$ cat src/hw/rtl/rpc_sqrt.sv
// Pipelined rounded magnitude sqrt(x^2+y^2), one root bit per stage.
// Depends on nothing outside this file.
`timescale 1ns / 1ps

module rpc_sqrt #(
    parameter int CW = 24
) (
    input  logic                 clk,
    input  logic signed [CW-1:0] x,
    input  logic signed [CW-1:0] y,
    output logic        [CW-1:0] mag
);

    localparam int SW = 2 * CW;
    localparam int RW = CW + 2;

    logic signed [SW-1:0] x_ext, y_ext, xx_next, yy_next;
    logic        [SW-1:0] xx_reg, yy_reg;
    logic        [SW-1:0] rad_reg  [CW+1];
    logic        [RW-1:0] rem_reg  [CW+1];
    logic        [CW-1:0] root_reg [CW+1];
    logic        [CW:0]   rnd;
    logic        [CW:0]   lim;
    logic        [CW-1:0] mag_reg;

    // squares
    assign x_ext   = {{CW{x[CW-1]}}, x};
    assign y_ext   = {{CW{y[CW-1]}}, y};
    assign xx_next = x_ext * x_ext;
    assign yy_next = y_ext * y_ext;

    always_ff @(posedge clk)
    begin
        xx_reg      <= xx_next;
        yy_reg      <= yy_next;
        rad_reg[0]  <= xx_reg + yy_reg;
        rem_reg[0]  <= '0;
        root_reg[0] <= '0;
    end

    // digit-by-digit root, one bit per stage
    for (genvar k = 0; k < CW; k++) begin : g_root
        logic [RW-1:0] rem_sh, trial;
        logic          fits;

        assign rem_sh = {rem_reg[k][CW-1:0], rad_reg[k][SW-1:SW-2]};
        assign trial  = {root_reg[k], 2'b01};
        assign fits   = (rem_sh >= trial);

        always_ff @(posedge clk)
        begin
            rad_reg[k+1]  <= {rad_reg[k][SW-3:0], 2'b00};
            rem_reg[k+1]  <= fits ? (rem_sh - trial) : rem_sh;
            root_reg[k+1] <= {root_reg[k][CW-2:0], fits};
        end
    end

    // round to nearest, saturate at the largest positive coordinate
    assign rnd = {1'b0, root_reg[CW]}
               + (CW+1)'(rem_reg[CW] > RW'(root_reg[CW]));
    assign lim = (CW+1)'((1 << (CW - 1)) - 1);

    always_ff @(posedge clk)
    begin
        mag_reg <= (rnd > lim) ? lim[CW-1:0] : rnd[CW-1:0];
    end

    assign mag = mag_reg;

endmodule

$ cat config.mk
export PLATFORM = sky130hd
export DESIGN_NAME = rpc_sqrt
export DESIGN_NICKNAME = d
export VERILOG_FILES = /design/src/hw/rtl/rpc_sqrt.sv
export SDC_FILE = /design/constraint.sdc
export NUM_CORES = 2
export LEC_CHECK = 0
export BUFFER_PORTS_ARGS = -buffer_cell sky130_fd_sc_hd__buf_4
export CAP_MARGIN = 20
export CORE_UTILIZATION = 43
export DETAILED_ROUTE_END_ITERATION = 7
export HOLD_SLACK_MARGIN = 0.08
export PLACE_DENSITY = 0.6
export RECOVER_POWER = 25
export SYNTH_ARGS = -nofsm -noshare
export SYNTH_HDL_FRONTEND = slang
export SYNTH_SLANG_ARGS = --single-unit
$ cat constraint.sdc
create_clock -name clk -period 14.3 [get_ports clk]
set_input_delay 1.43 -clock clk [delete_from_list [all_inputs] [get_ports clk]]
set_output_delay 1.43 -clock clk [all_outputs]
set_load 0.05 [all_outputs]
==> impl_metrics.ini <==
[worst_hold_path]
hp-class = flop to flop
worstHoldPathCells = 0
hold_end = rad_reg[0][150]
min_from = rad_reg[0][100]

[sta]
relSlewSlack = 0.307
period_share = 0.574
holdWs_ps = 312
max_freq_mhz = 122
tns_ps = 0
finalHoldViolCount = 0
rsz0062_at_grt = no
final_max_slew_viol_count = 0
period_minus_slack_ps = 8200
skew_ps = 39.3
worst_pin_slew_ps = 1040
finalSetupViolCount = 0

[clocking]
cts-root-buf = clkbuf_16
cts_hold_buf = 0
cts-htree-levels = 4
cts_resized = 0
insertion_delay_ps = 790
cts_buffers = 157
clockBufferDepth = 3
cts_tree = built
cts_setup_buffers = 0
clk_pin_slew_worst_paths_ps = 60
cts.sinks = 1565

[cells_and_area]
layout-drive-gt1-share = 0.0513
fin_util = 0.475
largest_register_ffs = 600
area_delta_synth_final_pct = 9.71
diodes = 0
layout.nets = 11300
fin_cells = 12400

[floorplanning]
initial_core_util = 0.433
die_w_um = 470
core_region_area_um2 = 217000
num_rows = 171
die_area_um2 = 220000
chipHeight_um = 470
io_pins = 73

[worst_setup_path]
r2r_end = rem_reg[5][72]
cp.required_ps = 14950
cp_max_fo = 47
worst_path_most_repeated_cell = fa_1
r2r_start = root_reg[1][124]
critPathSlowestCell = fa_1
cp_top_family = adder cells
slowest_delay_ps = 690
reg2reg_slack_ps = 10390
reg2reg_depth = 11
crit_path_start_kind = input port
worstSetupEndpointType = flop
crit_path_cell_trace = buf_4, nand2_1, inv_1, fa_1, fa_1, inv_1, fa_1, inv_1, fa_1, fa_1, fa_1, inv_1, fa_1, inv_1, ha_1, and3_1, a31oi_1, o31ai_1, o21ai_0, nand2_1, o41ai_1, o21ai_0, a221oi_1, xnor2_1
worst-setup-path-type = input port to flop
worstPathArrival_ps = 8850
critPathBufInv = 6

[placement]
hpwlAfterDp_um = 165000
place_congestion = 0.900
dp_cells = 12200
io_buffers = 72

[route]
via_count = 61700
first_iter_violations = 2796
ant_nets = 0
drc = 0
vias_per_cell = 4.95
drt-total-wl_um = 205000
drt_first_pass_iters = 6
wl_per_cell_um = 16.5

[yosys]
syn-cell-area_um2 = 94000
synth_warnings = 0
yosysSeqAreaShare = 0.333
ys.flop_type = dfxtp_1
postSynthAreaPerCell_um2 = 10.0
synth_async_sr_flop_share = 0
syn-instance-count = 9389
synth_seq_cells = 1565
synth_cell_types = 83
synth_edf_count = 0

[status]
status = completed

[global_route]
grt_pass1_vias = 65700
grt_first_pass_wirelength_um = 337000
antenna_found_initial = 3
grt_usage = 0.189
grt_overflow = 0
grt_max_degree = 48

[flow_run]
maxCapViolations = 0
[per-stage QoR]
stage | area, um^2 | setup WS [ps]
after global placement | 97600 | 5390
after detailed placement | 97600 | 5290
after CTS | 103000 | 6110
final | 103000 | 6100
after global routing | 103000 | 5540
after floorplan | 94000 | 5970
[routing by layer]
layer  GRT usage  share of wire  vias to the layer above
met5           0              0                        -
met4      0.0784          0.042                        0
met3      0.0231          0.035                      450
met2       0.342           0.50                     1195
met1       0.224           0.42                    30100
li1            -              -                    29900
[cell usage after synthesis (129+ instances only)]
| cell | instances | area [um^2] |
|---|---|---|
| inv_1 | 1755 | 6590 |
| dfxtp_1 | 1565 | 31300 |
| fa_1 | 1111 | 22200 |
| nand2_1 | 716 | 2690 |
| ha_1 | 691 | 8650 |
| nor2_1 | 441 | 1660 |
| a21oi_1 | 399 | 2000 |
| xnor2_1 | 357 | 3130 |
| o21ai_0 | 302 | 1510 |
| xor2_1 | 252 | 2210 |
| and2_1 | 216 | 1350 |
| clkbuf_1 | 163 | 612 |
| a21o_1 | 161 | 1210 |
| nor3_1 | 129 | 646 |
[worst reg2reg max path, cell delays in order, from the launching register on]
cell,delay (ps)
dfxtp_1,350
inv_1,50
ha_1,370
a2111oi_0,630
a211oi_1,230
o21ai_1,240
a21oi_1,170
o41ai_1,670
o311a_1,230
buf_4,370
inv_1,180
mux2_2,290
[how the worst max path moves through the flow]
stage          start         end  slack, ps  cells after the start
4_1_cts        y[21]  yy_reg[47]       6110                     27
3_3_place_gp   y[21]  yy_reg[47]       5390                     27
2_1_floorplan  y[23]  yy_reg[47]       5970                     25
6_report       x[23]  xx_reg[47]       6100                     24
5_1_grt        x[18]  xx_reg[47]       5540                     25
3_5_place_dp   y[21]  yy_reg[47]       5290                     27
[kinds of logic after synthesis]
group,share of synthesized area
and+or+nand+nor,0.109
buffers and inverters,0.0773
adders and majority gates,0.329
DFF,0.333
AOI/OAI and AO/OA,0.0850
xor gates and xnor gates,0.0567
muxes,0.0102
other,0.0000399
[cell usage in the layout, fill, tap and decap left out, types with 129 or more instances in the layout]
cell	n
nor3_1	129
fa_1	1111
nand2_1	716
and2_1	216
clkbuf_16	157
o21ai_0	302
inv_1	1755
a21o_1	161
ha_1	691
nor2_1	440
a21oi_1	399
xor2_1	252
xnor2_1	357
dfxtp_1	1565
[final cells by class]
type                            count  area (um^2)
Clock buffer                      210         4480
Sequential cell                  1565        31300
Multi-Input combinational cell   5892        55400
Clock inverter                     78         1030
Inverter                         1756         6590
Timing Repair Buffer               90          687
Tap cell                         2854         3570
Fill cell                       20100       114000
Power is left out: the tool's default activity adds up to more than one toggle a clock period on the data nets, which glitch-free logic cannot reach.
