--- src/hw/rtl/rpc_pkg.sv ---
// Shared types and constants for the rectangular/polar converter.
// Used by rpc_prep, rpc_cordic, the top level and the testbench; no dependencies.
`timescale 1ns / 1ps

package rpc_pkg;

    // Angle field widths: output angle, CORDIC angle accumulator and turn remainder
    localparam int ANG_W  = 20;
    localparam int Z_W    = 21;
    localparam int TURN_W = 17;

    // Form codes
    localparam logic [1:0] FORM_RECT  = 2'd0;
    localparam logic [1:0] FORM_POLAR = 2'd1;

    // Angle constants, signed Q4.16 radians
    localparam logic signed [Z_W-1:0] PI_Q16      = 21'sd205887;
    localparam logic signed [Z_W-1:0] HALF_PI_Q16 = 21'sd102944;
    localparam logic signed [Z_W-1:0] TWO_PI_Q16  = 21'sd411775;

    // 1/K of the CORDIC, Q16
    localparam logic [15:0] INV_GAIN_Q16 = 16'd39797;

    // One full turn in 1/256 degree
    localparam logic [TURN_W-1:0] FULL_TURN = 17'd92160;

    // Whole part of pi*2^32/180; the fraction is 105/180 = 7/12
    localparam logic [26:0] RAD_PER_UNIT = 27'd74961320;

    // ceil(2^19/3) for an exact divide by three on 18-bit values
    localparam logic [17:0] THIRD_RECIP = 18'd174763;

    // Control group that travels with an item through the CORDIC
    typedef struct packed {
        logic [1:0]       form;
        logic             neg;
        logic             y_zero;
        logic             x_neg;
        logic [ANG_W-1:0] ang;
    } ctl_t;

    // Arctangent of 2^-i, Q16 radians
    function automatic logic [Z_W-1:0] atan_q16(input int unsigned idx);
        logic [Z_W-1:0] val;
        case (idx)
            0:       val = 21'd51472;
            1:       val = 21'd30386;
            2:       val = 21'd16055;
            3:       val = 21'd8150;
            4:       val = 21'd4091;
            5:       val = 21'd2047;
            6:       val = 21'd1024;
            7:       val = 21'd512;
            8:       val = 21'd256;
            9:       val = 21'd128;
            10:      val = 21'd64;
            11:      val = 21'd32;
            12:      val = 21'd16;
            13:      val = 21'd8;
            14:      val = 21'd4;
            15:      val = 21'd2;
            16:      val = 21'd1;
            default: val = 21'd0;
        endcase
        return val;
    endfunction

endpackage

--- src/hw/rtl/rpc_prep.sv ---
// Front end: degree-to-radian reduction for polar items and CORDIC start vector.
// Uses rpc_pkg (constants, ctl_t); seven register stages.
`timescale 1ns / 1ps

module rpc_prep #(
    parameter int CW = 24,
    parameter int W  = 42
) (
    input  logic                        clk,
    input  logic                        rst_n,
    input  logic                        in_valid,
    input  logic signed [CW-1:0]        a,
    input  logic signed [CW-1:0]        b,
    input  logic [1:0]                  form,
    output logic                        out_valid,
    output rpc_pkg::ctl_t               out_ctl,
    output logic signed [CW-1:0]        out_a,
    output logic signed [CW-1:0]        out_b,
    output logic signed [W-1:0]         out_cx,
    output logic signed [W-1:0]         out_cy,
    output logic signed [rpc_pkg::Z_W-1:0] out_z
);

    localparam int    UW     = CW + 2;
    localparam int    TW     = UW - 11;
    localparam int    SH     = CW + 7;
    localparam int    KW     = SH - 4;
    localparam int    QW     = TW + KW - SH;
    localparam int    SBW    = 2 + 2 * CW;
    localparam int    TN     = rpc_pkg::TURN_W;
    localparam int    ZW     = rpc_pkg::Z_W;
    localparam int    AW     = rpc_pkg::ANG_W;
    localparam longint HALF_RANGE = longint'(1) << (CW - 1);
    localparam longint OFF   = ((HALF_RANGE + 92159) / 92160) * 92160;
    localparam logic [UW-1:0] OFF_U = UW'(OFF);
    localparam logic [KW-1:0] RECIP = KW'(((longint'(1) << SH) + 44) / 45);
    localparam logic [43:0] RAD_PER_UNIT_EXT = 44'(rpc_pkg::RAD_PER_UNIT);

    // side data {form, a, b} and valid travel with each stage
    logic [SBW-1:0] side_reg  [6];
    logic [5:0]     valid_reg;

    logic [UW-1:0]    u_next, u1_reg, u2_reg;
    logic [TW+KW-1:0] q_prod;
    logic [QW-1:0]    q_reg;
    logic [QW+TN-1:0] qt_prod;
    logic [UW-1:0]    diff;
    logic [TN-1:0]    r_reg;
    logic [43:0]      hi_next, hi4_reg, hi5_reg;
    logic [19:0]      r7;
    logic [17:0]      w_reg;
    logic [35:0]      f_prod;
    logic [16:0]      f_reg;
    logic [44:0]      ang_sum;
    logic [AW-1:0]    ang_reg;

    // valid pipeline
    always_ff @(posedge clk or negedge rst_n)
    begin
        if (!rst_n)
        begin
            valid_reg <= '0;
            out_valid <= 1'b0;
        end
        else
        begin
            valid_reg <= {valid_reg[4:0], in_valid};
            out_valid <= valid_reg[5];
        end
    end

    // side data pipeline
    always_ff @(posedge clk)
    begin
        side_reg[0] <= {form, a, b};
        for (int i = 1; i < 6; i++)
        begin
            side_reg[i] <= side_reg[i-1];
        end
    end

    // stage 1: offset angle to non-negative
    assign u_next = {{(UW-CW){b[CW-1]}}, b} + OFF_U;

    // stage 2: quotient by a full turn, as (u/2048)/45 by reciprocal
    assign q_prod = u1_reg[UW-1:11] * RECIP;

    // stage 3: remainder
    assign qt_prod = q_reg * rpc_pkg::FULL_TURN;
    assign diff    = u2_reg - UW'(qt_prod);

    // stage 4: whole part and the 7/12 fraction numerator
    assign hi_next = r_reg * RAD_PER_UNIT_EXT;
    assign r7      = r_reg * 20'd7;

    // stage 5: divide by three
    assign f_prod = w_reg * rpc_pkg::THIRD_RECIP;

    // stage 6: round to Q16 radians
    assign ang_sum = {1'b0, hi5_reg} + 45'(f_reg) + 45'(1 << 23);

    always_ff @(posedge clk)
    begin
        u1_reg  <= u_next;
        q_reg   <= q_prod[TW+KW-1:SH];
        u2_reg  <= u1_reg;
        r_reg   <= diff[TN-1:0];
        hi4_reg <= hi_next;
        w_reg   <= r7[19:2];
        hi5_reg <= hi4_reg;
        f_reg   <= f_prod[35:19];
        ang_reg <= ang_sum[AW+23:24];
    end

    // stage 7: start vector for either CORDIC mode
    logic [1:0]           f7;
    logic signed [CW-1:0] a7, b7;
    logic signed [W-1:0]  a_ext, a_sh, b_sh, cx_next, cy_next;
    logic signed [ZW-1:0] z_next;
    logic                 neg_next;

    assign {f7, a7, b7} = side_reg[5];
    assign a_ext = {{(W-CW){a7[CW-1]}}, a7};
    assign a_sh  = {{(W-CW-16){a7[CW-1]}}, a7, 16'b0};
    assign b_sh  = {{(W-CW-16){b7[CW-1]}}, b7, 16'b0};

    always_comb
    begin
        z_next   = '0;
        neg_next = 1'b0;
        cx_next  = a_sh;
        cy_next  = b_sh;
        if (f7 == rpc_pkg::FORM_POLAR)
        begin
            z_next  = $signed(ZW'(ang_reg));
            if (z_next > rpc_pkg::PI_Q16)
            begin
                z_next = z_next - rpc_pkg::TWO_PI_Q16;
            end
            if (z_next > rpc_pkg::HALF_PI_Q16)
            begin
                z_next   = z_next - rpc_pkg::PI_Q16;
                neg_next = 1'b1;
            end
            else if (z_next < -rpc_pkg::HALF_PI_Q16)
            begin
                z_next   = z_next + rpc_pkg::PI_Q16;
                neg_next = 1'b1;
            end
            cx_next = a_ext * $signed(W'(rpc_pkg::INV_GAIN_Q16));
            cy_next = '0;
        end
        else if (a7[CW-1])
        begin
            // left half plane: flip and start from +-pi
            z_next  = b7[CW-1] ? -rpc_pkg::PI_Q16 : rpc_pkg::PI_Q16;
            cx_next = -a_sh;
            cy_next = -b_sh;
        end
    end

    always_ff @(posedge clk)
    begin
        out_ctl.form   <= f7;
        out_ctl.neg    <= neg_next;
        out_ctl.y_zero <= (b7 == '0);
        out_ctl.x_neg  <= a7[CW-1];
        out_ctl.ang    <= ang_reg;
        out_a          <= a7;
        out_b          <= b7;
        out_cx         <= cx_next;
        out_cy         <= cy_next;
        out_z          <= z_next;
    end

endmodule

--- config.mk ---
export PLATFORM = sky130hd
export DESIGN_NAME = rpc_prep
export DESIGN_NICKNAME = d
export VERILOG_FILES = /design/src/hw/rtl/rpc_pkg.sv /design/src/hw/rtl/rpc_prep.sv
export SDC_FILE = /design/constraint.sdc
export NUM_CORES = 2
export LEC_CHECK = 0
export BUFFER_PORTS_ARGS = -buffer_cell sky130_fd_sc_hd__buf_2
export CORE_MARGIN = 4
export CORE_UTILIZATION = 25
export CTS_CLUSTER_SIZE = 40
export DETAILED_ROUTE_END_ITERATION = 6
export PLACE_DENSITY = 0.49
export SYNTH_ARGS = -nofsm -noshare
export SYNTH_HDL_FRONTEND = slang
export SYNTH_SLANG_ARGS = --single-unit
export TNS_END_PERCENT = 100
--- constraint.sdc ---
create_clock -name clk -period 7.1 [get_ports clk]
set_clock_uncertainty 0.1 [all_clocks]
set_input_delay 0.355 -clock clk [delete_from_list [all_inputs] [get_ports clk]]
set_output_delay 0.355 -clock clk [all_outputs]
set_load 0.02 [all_outputs]
==> results.sh <==
export IMPL_cts_buffer_depth=3
export IMPL_path_cells="inv_1 -> ha_1 -> inv_1 -> fa_1 -> fa_1 -> inv_1 -> fa_1 -> fa_1 -> inv_1 -> fa_1 -> inv_1 -> ha_1 -> and3_1 -> nand2_1 -> o31a_1 -> o31a_1 -> nor4b_1 -> o211ai_1 -> a21oi_1 -> mux2i_1 -> o211ai_1"
export IMPL_synth_seq_cells=626
export IMPL_final_area_sq_um=50780
export IMPL_grt_most_used_layer="met2"
export IMPL_drt_total_wl_microns=116500
export IMPL_synth_main_ff_cell="dfxtp_1"
export IMPL_ctsRootBufferMaster="clkbuf_16"
export IMPL_synthesis_area_sq_um=43300
export IMPL_largest_register_ffs=276
export IMPL_htree_num_levels=3
export IMPL_r2r_setup_slack_ps=370
export IMPL_globalRouteMet3Util=0.02173
export IMPL_critical_path_top_delay_family="adder cells"
export IMPL_ctsResizeCount=0
export IMPL_synth_xor_area_share=0.03901
export IMPL_drive_gt1_frac=0.1027
export IMPL_hold_viol=0
export IMPL_rsz0062_at_grt="no"
export IMPL_synth_fa_ha_area_frac=0.4355
export IMPL_use_met1=0.1680
export IMPL_place_area_sq_um=47500
export IMPL_clock_sink_count=626
export IMPL_start_util=0.2518
export IMPL_io_buffers=215
export IMPL_synth_compound_area_frac=0.07803
export IMPL_drc=0
export IMPL_ys_seq_area_frac=0.2903
export IMPL_cts_tree="yes"
export IMPL_first_global_vias=30450
export IMPL_ios=232
export IMPL_rows=152
export IMPL_synth_simple_gate_area_frac=0.06676
export IMPL_critPathBufInv=5
export IMPL_wl_per_cell_microns=17.06
export IMPL_vias_per_cell=4.157
export IMPL_synth_async_reset_ratio=0.01118
export IMPL_max_stage_delay_ps=560
export IMPL_status="finished clean"
export IMPL_synth_area_mux_share=0.001618
export IMPL_first_iter_violations=1205
export IMPL_drtPass1Iterations=7
export IMPL_globalRoute_totalOverflow=0
export IMPL_cp_data_arrival_time_ps=7190
export IMPL_synth_edf_count=0
export IMPL_coreArea_sq_um=171900
export IMPL_grtUsageMet2=0.2245
export IMPL_antenna_left=0
export IMPL_cp_required_ps=7560
export IMPL_fmax_ghz=0.1486
export IMPL_hold_class="in2reg"
export IMPL_finalCritPeriodShare=0.9479
export IMPL_die_area_sq_um=179900
export IMPL_cp_end_kind="flop"
export IMPL_crit_path_max_fanout=8
export IMPL_place_gp_congestion=0.8804
export IMPL_grt_pass1_wl_microns=181500
export IMPL_grt_usage=0.1316
export IMPL_vias=28390
export IMPL_startpoint_type="flop"
export IMPL_max_slew_margin=0.4022
export IMPL_drv_cap=0
export IMPL_synth_top_family_by_area="adder cells"
export IMPL_critical_path_class="reg2reg"
export IMPL_synth_cells=4098
export IMPL_ys_warn_count=0
export IMPL_die_y_microns=424.2
export IMPL_setup_viol=0
export IMPL_antenna_found_initial=6
export IMPL_tns_ps=0
export IMPL_ys_types=88
export IMPL_postSynthAreaPerCell_sq_um=10.56
export IMPL_die_w_microns=424.2
export IMPL_grt_max_degree=66
export IMPL_dpl_hpwl_microns=97780
export IMPL_clk_pin_slew_ps=60
export IMPL_area_growth_synth_to_final_pct=17.29
export IMPL_insertion_delay_ps=690
export IMPL_cp_slowest_cell="dfxtp_1"
export IMPL_nets=5704
export IMPL_cts_made_buffers=75
export IMPL_tightest_slew_ps=896.7
export IMPL_slew_viol_final=0
export IMPL_fin_crit_ps=6730
## metal layers
metal	vias to the layer above	routed length, microns
met5	-	0
met4	0	4068
met3	145	4666
met2	492	56740
met1	13920	51000
li1	13830	-
## worst paths after layout
path | startpoint | to | cells after the start
worst max-delay path | side_reg[5][33] | out_cx[40] | 21
worst max register to register | side_reg[5][33] | out_cx[40] | 21
worst min register to register | side_reg[1][46] | side_reg[2][46] | 0
max in group asynchronous | rst_n | out_valid | 3
worst min-delay path | a[14] | side_reg[0][38] | 2
min in group asynchronous | rst_n | valid_reg[3] | 3
## what timing repair did
item | in CTS | in global routing
hold buffers | 53 | 0
hold endpoints to repair | 70 | 0
setup buffers | 0 | 0
## layout by cell type (no fill, tap or decap), drive strengths merged, types with 67 or more instances in the layout
cell | Yosys | final
inv | 920 | 929
ha | 675 | 675
dfxtp | 619 | 619
fa | 520 | 520
buf | 38 | 289
nor2 | 160 | 160
nand2 | 144 | 144
a21oi | 125 | 125
xnor2 | 125 | 125
clkbuf | 38 | 99
o21ai | 94 | 94
xor2 | 67 | 67
## stage by stage
step	utilization	std cells	setup WS (ps)	hold WS (ps)
global placement	0.2763	6636	438.7	88.06
CTS	0.2954	6828	381.5	113.0
global route	0.2954	6829	23.89	139.9
floorplan	-	4113	6.382	-40.59
detailed placement	0.2763	6636	409.0	96.90
finish	0.2954	6829	370.2	200.7
## cells by family (layout without fill, tap and decap cells)
logic type / after synthesis / count (layout)
fa+ha+maj: 1195 / 1195
buf+inv: 996 / 1401
flops: 626 / 626
simple gates: 591 / 591
compound gates: 490 / 490
xor+xnor: 192 / 192
mux: 7 / 7
other cells: 1 / 17
## layout make-up
cell class / instances / area (sq um)
Antenna cell: 1 / 2.502
Sequential cell: 626 / 12570
Multi-Input combinational cell: 2491 / 26960
Tap cell: 2310 / 2890
Clock buffer: 99 / 2107
Inverter: 920 / 3453
Timing Repair Buffer: 342 / 2162
Clock inverter: 40 / 639.4
Fill cell: 18000 / 121100
## synthesized netlist by cell type, types with 10 or more instances
| library cell | number | area share |
|---|---|---|
| and2_1 | 18 | 0.0026 |
| and3_1 | 20 | 0.0029 |
| o31ai_1 | 18 | 0.0031 |
| a211oi_1 | 17 | 0.0029 |
| a31oi_1 | 15 | 0.0022 |
| inv_1 | 920 | 0.080 |
| or2_2 | 12 | 0.0017 |
| xor2_1 | 66 | 0.013 |
| nor2b_1 | 25 | 0.0036 |
| nand3_1 | 50 | 0.0058 |
| nand2_1 | 144 | 0.012 |
| a21o_1 | 44 | 0.0076 |
| fa_1 | 520 | 0.24 |
| o21ai_0 | 88 | 0.010 |
| o21a_1 | 21 | 0.0036 |
| nand2b_1 | 17 | 0.0025 |
| ha_1 | 675 | 0.20 |
| dfxtp_1 | 619 | 0.29 |
| nand4_1 | 24 | 0.0035 |
| or4_1 | 14 | 0.0024 |
| nor2_1 | 157 | 0.014 |
| nor3_1 | 56 | 0.0065 |
| xnor2_1 | 125 | 0.025 |
| o21bai_1 | 10 | 0.0017 |
| o211ai_1 | 28 | 0.0049 |
| clkbuf_1 | 37 | 0.0032 |
| a21oi_1 | 125 | 0.014 |
| or3_1 | 20 | 0.0029 |
| nor4_1 | 14 | 0.0020 |
| buf_4 | 20 | 0.0035 |
Power is not shown: default switching activity piles up to over one toggle a cycle in this logic, so the estimate is an artifact.
